[config.mk]
export PLATFORM = sky130hd
export DESIGN_NAME = rpqc_div_chain
export DESIGN_NICKNAME = d
export VERILOG_FILES = /design/src/rtl/rpqc_div_cell.sv /design/src/rtl/rpqc_div_chain.sv
export SDC_FILE = /design/constraint.sdc
export NUM_CORES = 2
export LEC_CHECK = 0
export ABC_AREA = 1
export BUFFER_PORTS_ARGS = -buffer_cell sky130_fd_sc_hd__buf_2
export CAP_MARGIN = 30
export CORE_ASPECT_RATIO = 1.25
export CORE_MARGIN = 3
export CORE_UTILIZATION = 50
export CTS_CLUSTER_DIAMETER = 200
export DETAILED_ROUTE_END_ITERATION = 6
export GPL_TIMING_DRIVEN = 0
export HOLD_SLACK_MARGIN = 0.06
export PLACE_DENSITY = 0.71
export SLEW_MARGIN = 5
export SYNTH_ARGS = -nofsm -noshare
export SYNTH_HDL_FRONTEND = slang
export SYNTH_SLANG_ARGS = --single-unit
[constraint.sdc]
create_clock -name clk -period 3.3 [get_ports clk]
set_clock_uncertainty 0.1 [all_clocks]
set_input_delay 0 -clock clk [delete_from_list [all_inputs] [get_ports clk]]
set_output_delay 0 -clock clk [all_outputs]
set_load 0.03 [all_outputs]
[src/rtl/rpqc_div_cell.sv]
module rpqc_div_cell #(
  parameter int NUM_W = 33,
  parameter int DEN_W = 16,
  parameter int SIDE_W = 1
) (
  input  logic              clk,
  input  logic              rst,
  input  logic              adv,
  input  logic              in_valid,
  input  logic [DEN_W-1:0]  in_rem,
  input  logic [NUM_W-1:0]  in_numq,
  input  logic [DEN_W-1:0]  in_den,
  input  logic [SIDE_W-1:0] in_side,
  output logic              out_valid,
  output logic [DEN_W-1:0]  out_rem,
  output logic [NUM_W-1:0]  out_numq,
  output logic [DEN_W-1:0]  out_den,
  output logic [SIDE_W-1:0] out_side
);

  logic [DEN_W:0] part;
  logic [DEN_W:0] part_sub;
  logic           ge;
  logic [DEN_W-1:0] rem_next;
  logic [NUM_W-1:0] numq_next;

  assign part = {in_rem, in_numq[NUM_W-1]};
  assign ge = part >= {1'b0, in_den};
  assign part_sub = part - {1'b0, in_den};
  assign rem_next = ge ? part_sub[DEN_W-1:0] : part[DEN_W-1:0];
  assign numq_next = {in_numq[NUM_W-2:0], ge};

  always_ff @(posedge clk) begin
    if (rst) begin
      out_valid <= 1'b0;
    end else if (adv) begin
      out_valid <= in_valid;
    end
  end

  always_ff @(posedge clk) begin
    if (adv) begin
      out_rem <= rem_next;
      out_numq <= numq_next;
      out_den <= in_den;
      out_side <= in_side;
    end
  end

endmodule

[src/rtl/rpqc_div_chain.sv]
module rpqc_div_chain #(
  parameter int NUM_W = 33,
  parameter int DEN_W = 16,
  parameter int SIDE_W = 1
) (
  input  logic              clk,
  input  logic              rst,
  input  logic              adv,
  input  logic              in_valid,
  input  logic [NUM_W-1:0]  num,
  input  logic [DEN_W-1:0]  den,
  input  logic [SIDE_W-1:0] side,
  output logic              out_valid,
  output logic [NUM_W-1:0]  quo,
  output logic [SIDE_W-1:0] out_side
);

  logic              v_q [NUM_W+1];
  logic [DEN_W-1:0]  rem_q [NUM_W+1];
  logic [NUM_W-1:0]  numq_q [NUM_W+1];
  logic [DEN_W-1:0]  den_q [NUM_W+1];
  logic [SIDE_W-1:0] side_q [NUM_W+1];

  assign v_q[0] = in_valid;
  assign rem_q[0] = '0;
  assign numq_q[0] = num;
  assign den_q[0] = den;
  assign side_q[0] = side;

  for (genvar i = 0; i < NUM_W; i++) begin : g_cell
    rpqc_div_cell #(
      .NUM_W(NUM_W),
      .DEN_W(DEN_W),
      .SIDE_W(SIDE_W)
    ) u_cell (
      .clk(clk),
      .rst(rst),
      .adv(adv),
      .in_valid(v_q[i]),
      .in_rem(rem_q[i]),
      .in_numq(numq_q[i]),
      .in_den(den_q[i]),
      .in_side(side_q[i]),
      .out_valid(v_q[i+1]),
      .out_rem(rem_q[i+1]),
      .out_numq(numq_q[i+1]),
      .out_den(den_q[i+1]),
      .out_side(side_q[i+1])
    );
  end

  assign out_valid = v_q[NUM_W];
  assign quo = numq_q[NUM_W];
  assign out_side = side_q[NUM_W];

endmodule

* After elaboration in Yosys (flattened, before gate mapping)
Cells that the tools add are included.
** Cells by class
- Add/sub/neg operators :: 32
- $lt $le $gt $ge :: 33
- Muxes and demuxes :: 32
** Operators by type and width (count)
- greater-or-equal comparator 17 x 16 -> 1 bit :: 32
- two-way mux 16 bit :: 31
- subtractor 16 bit :: 31
- greater-or-equal comparator 1 x 16 -> 1 bit :: 1
- subtractor 1 x 16 -> 16 bit :: 1
- two-way mux 1 bit :: 1
** Storage, ports and cells
- Register bits after elaboration :: 2179
- Input port bits :: 54
- Output and inout bits :: 35
- Logic and storage cells :: 261

* Logic depth before layout (Yosys ltp)
- Depth in word-level cells :: 2
- Mapped depth :: 15
- Mapped depth without buffers :: 13

* By module
Synthesis repeated with hierarchy kept, for this count alone.
** Unflattened totals
- Cell total of the unflattened synthesis :: 11188
- Area total of the unflattened synthesis :: 111216.7 um2
** Modules (own cells, without submodules)
- rpqc_div_cell (g_cell[14].u_cell ...) :: instances 23, cells each 338, area an instance 3334.4 um2, sequential area each 2001.9 um2
- rpqc_div_cell (g_cell[0].u_cell ...) :: instances 9, cells each 341, area an instance 3458.3 um2, sequential area each 2001.9 um2
- rpqc_div_cell (g_cell[9].u_cell) :: instances 1, cells each 344, area an instance 3395.8 um2, sequential area each 2001.9 um2
- rpqc_div_chain :: instances 1, cells each 1, area an instance 3.8 um2, sequential area each 0.0 um2

* Worst setup path after synthesis
OpenSTA, ideal clock, no wires.
- Kind :: register to register
- From :: reg g_cell[15].u_cell.out_den[0]
- To :: reg g_cell[16].u_cell.out_rem[8], data pin
- Setup time :: 0.253 ns
- Data arrival time :: 1.686 ns
- Data required time :: 2.947 ns
- Setup slack :: 1.261 ns
- Cell stages (with the launch flop) :: 10
- Buffers on the path :: 0
- Clock period less this slack :: 2.039 ns
- Cell sequence :: edfxtp_1 ha_1 fa_1 inv_1 nand3_1 nand3_1 a21oi_1 or2_2 nand3_1 nand2_1
** On the way
- Cells in the longest elaborated chain, start to end :: 2
- Elaborated cells on any way between the ends :: 3
- Those cells by class :: 1 x add/sub; 1 x order compare; 1 x mux
** Ends and longest elaborated chain
- start: declaration :: line rpqc_div_cell.sv:17 : output logic [DEN_W-1:0] out_den,
- start signal: assignment :: line rpqc_div_cell.sv:45 : out_den <= in_den;
- subtractor 16 bit or greater-or-equal comparator 17 x 16 -> 1 bit (tied branches) :: line rpqc_div_cell.sv:29, rpqc_div_cell.sv:28
- two-way mux 16 bit (*) :: line rpqc_div_cell.sv:30 : assign rem_next = ge ? part_sub[DEN_W-1:0] : part[DEN_W-1:0];
- net g_cell[16].u_cell.rem_next[8] :: line rpqc_div_cell.sv:24 : logic [DEN_W-1:0] rem_next;
- end signal: assignment :: line rpqc_div_cell.sv:43 : out_rem <= rem_next;
- end: declaration :: line rpqc_div_cell.sv:15 : output logic [DEN_W-1:0] out_rem,
Mark *: on every way through the listed nets, which the timed path passes. The rest lies on a longest branch.
A chain may end at the register's enable or synchronous reset.

* Worst setup path in the final report
- From :: in adv
- To :: reg g_cell[32].u_cell.out_numq[17] (enable)
** RTL lines
- start: declaration :: line rpqc_div_chain.sv:8 : input logic adv,
- end signal: assignment :: line rpqc_div_cell.sv:44 : out_numq <= numq_next;
- end: declaration :: line rpqc_div_cell.sv:16 : output logic [NUM_W-1:0] out_numq,
No word-level cell between the ends.

==> flow_summary.json <==
{
  "insertion_delay_ns": 0.89,
  "die_h_um": 526,
  "cp-start-kind": "primary input",
  "setup_slack_ns": 0.342,
  "die_x_um": 422,
  "end_kind": "register",
  "r2r_slack_ns": 0.60,
  "rows": 190,
  "drc": 0,
  "hold_depth": 4,
  "gp_congestion": 0.886,
  "area_growth_pct": 11.9,
  "grt_pass1_wl_mm": 388,
  "ir_drop_mv": 0.619,
  "ys.flop_type": "edfxtp_1",
  "start_util_pct": 50.4,
  "cts_buffers": 219,
  "final_area_mm2": 0.121,
  "synth_edf_count": 2146,
  "antenna_found_initial": 3,
  "r2r_end": "g_cell[3].u_cell.out_rem[11]$_DFFE_PP_",
  "path_cells": "dlygate4sd3_1, buf_12, buf_16, buf_16, buf_16, buf_16",
  "tns_ns": 0,
  "rsz0062_at_grt": "false",
  "fillers": 18700,
  "hold_end": "g_cell[24].u_cell.out_valid$_SDFFE_PP0P_",
  "status": "finished clean",
  "cp_data_required_time_ns": 3.69,
  "grt_util_all_layers_pct": 22.1,
  "layout.nets": 12100,
  "final_util_pct": 56.4,
  "first_pass_iters": 6,
  "first_global_vias": 71400,
  "netlist-cell-type-count": 45,
  "routed_wl_mm": 247,
  "yosys-top-cells-area": "edfxtp_1, nand2_1, inv_1",
  "ys_warn_count": 0,
  "crit_type": "primary input to register",
  "cpLargestDelayFamily": "buffers and inverters",
  "worstPathArrival_ns": 3.35,
  "synth_largest_type_area_fraction_pct": 59.5,
  "final-setup-viol-count": 0,
  "ios": 89,
  "synth_area_mm2": 0.108,
  "max_cap_viol_count": 0,
  "rr_startpoint": "g_cell[2].u_cell.out_den[12]$_DFFE_PP_",
  "tightest_slew_ns": 1.18,
  "dp_cells": 14000,
  "hold_path_class": "primary input to register",
  "drive_above_1_share_pct": 6.84,
  "p_leak_uw": 0.0566,
  "cts_buffer_depth": 4,
  "fin_crit_ns": 2.96,
  "syn_area_per_cell_um2": 9.80,
  "crit_path_max_incr_delay_ns": 0.62,
  "die_area_mm2": 0.222,
  "layoutNonFillerInstCount": 14500,
  "place.port_buffers": 87,
  "hold_start": "rst",
  "crit_fanout": 176,
  "seq_area_frac_synth_pct": 60.1,
  "reg2reg_depth": 12,
  "async_flop_share_pct": 0,
  "ant_nets": 0,
  "cts_root_buf": "clkbuf_16",
  "cts_tree": "built",
  "syn_nets": 11700,
  "cts_setup_buffers": 0,
  "finalCritPeriodShare_pct": 89.6,
  "power_density_mw_per_mm2": 881,
  "path_buf_inv": 6,
  "netlist_instances": 11100,
  "cpMostUsedCell": "buf_16",
  "grt_overflow_total": 0,
  "synth-seq-cells": 2179,
  "clk_pin_slew_ns": 0.06,
  "slew_headroom_pct": 21.0,
  "detailedPlace.worstSlack_ns": -0.219,
  "cts_sinks": 2179,
  "dp_hpwl_mm": 185,
  "synth_top_area_cell": "edfxtp_1",
  "vias": 71900,
  "hold_viol": 0,
  "grt_max_degree": 185,
  "maxSlewViolCount": 0,
  "core-area_mm2": 0.215,
  "viasPerCell": 4.94,
  "timing.fmax_mhz": 338,
  "cp_slowest_cell": "buf_16",
  "htreeDepth": 4,
  "wire_per_inst_um": 16.9,
  "placed_cell_area_mm2": 0.113,
  "first_iter_violations": 4814
}
## layout make-up
| type | instances | area (um2) | share of cell area (%) |
|---|---|---|---|
| multi-input cells | 6753 | 34800 | 28.7 |
| repair buffers | 210 | 1920 | 1.59 |
| well taps | 2880 | 3600 | 2.97 |
| clock inverters | 156 | 1810 | 1.49 |
| diodes | 2 | 5.00 | 0.00413 |
| plain buffers | 126 | 942 | 0.777 |
| clock buffers | 241 | 5580 | 4.60 |
| flip-flops and latches | 2179 | 65100 | 53.7 |
| inverters | 2001 | 7510 | 6.19 |
## worst min-delay path: cells and delay by family
family	cells	cell delay, ns
buffers and inverters	3	0.92
AOI/OAI and AO/OA	1	0.15
## power by group
group          internal [uW]  total, uW  leakage (uW)  switching [uW]
combinational          14000      41100        0.0317           27000
sequential             37200      40300        0.0213            3110
clock                  14800      25500       0.00360           10700
total                  66000     107000        0.0566           40800
## worst max-delay path by stage
stage | depth (start not counted) | to | slack [ns] | from
after floorplan | 9 | g_cell[16].u_cell.out_rem[8]$_DFFE_PP_ | 1.26 | g_cell[15].u_cell.out_den[0]$_DFFE_PP_
after global routing | 6 | g_cell[29].u_cell.out_numq[14]$_DFFE_PP_ | 0.12 | adv
after detailed placement | 5 | g_cell[32].u_cell.out_numq[15]$_DFFE_PP_ | -0.22 | adv
after CTS | 6 | g_cell[29].u_cell.out_numq[14]$_DFFE_PP_ | 0.39 | adv
after global placement | 1 | g_cell[32].u_cell.out_numq[31]$_DFFE_PP_ | -30.99 | adv
final | 6 | g_cell[32].u_cell.out_numq[17]$_DFFE_PP_ | 0.34 | adv
## what timing repair did
| item | in CTS | in global routing |
|---|---|---|
| resized for setup | 0 | 0 |
| endpoints found under the hold margin | 623 | 0 |
| hold buffers | 109 | 0 |
## layout by cell type (no fill, tap or decap), drive strengths merged, types with 108 or more instances in the layout
master       instances
buf                205
clkbuf             264
a21oi              304
edfxtp            2146
nand4              128
xor2               133
nand2             3914
dlygate4sd3        108
inv               2026
ha                 514
nor2               518
nand3              837
## cells by family (layout without fill, tap and decap cells)
| family | after synthesis | after routing | synth area share, % |
|---|---|---|---|
| AND/OR/NAND/NOR | 5647 | 5647 | 22.2 |
| flip-flops | 2179 | 2179 | 60.1 |
| buffers and inverters | 2127 | 2734 | 7.80 |
| adder cells (fa/ha/maj) | 545 | 545 | 6.51 |
| AO/OA/AOI/OAI | 366 | 366 | 1.78 |
| XOR/XNOR | 195 | 195 | 1.58 |
| other | 0 | 2 | 0 |
## stage by stage
| step | power [uW] | hold slack (ns) |
|---|---|---|
| 4_1_cts | 108000 | 0.0603 |
| 3_3_place_gp | 83100 | 0.0766 |
| 6_report | 107000 | 0.156 |
| 5_1_grt | 115000 | 0.160 |
| 3_5_place_dp | 81700 | 0.0787 |
| 2_1_floorplan | 69200 | -0.00113 |
## registers in the layout (all words and copies together), names as in the netlist
signal	cells
g_cell.u_cell.out_rem	512
g_cell.u_cell.out_valid	33
g_cell.u_cell.out_side	33
g_cell.u_cell.out_den	512
g_cell.u_cell.out_numq	1089
## cell usage after synthesis, types with 4 or more instances
cell,n
nand3_1,803
nor4_2,6
buf_12,4
o21bai_1,10
nor2_1,472
edfxtp_1,2146
or2_2,30
and3_1,17
and2_1,22
nor3_1,90
xor2_1,133
nand3_2,32
clkbuf_1,12
dfxtp_1,33
nand3b_1,73
nor2_4,32
nand4_1,128
o21ai_0,15
ha_1,514
buf_6,35
nor3_2,5
nor2_2,14
o21ai_1,7
a21oi_1,304
buf_2,45
nand2_4,30
buf_4,19
nand2_2,59
inv_1,1978
xnor2_1,62
clkbuf_2,11
fa_1,31
inv_2,23
nand2_1,3825
o21a_1,25
## layer usage
| layer | vias up | share of wire, % | GRT usage, % |
|---|---|---|---|
| met5 | - | 0.0036 | 0 |
| met2 | 1364 | 52 | 40.4 |
| met4 | 2 | 4.0 | 8.38 |
| met1 | 33300 | 41 | 26.6 |
| met3 | 486 | 3.4 | 2.48 |
| li1 | 36700 | - | - |
(Power assumes the default switching activity.)
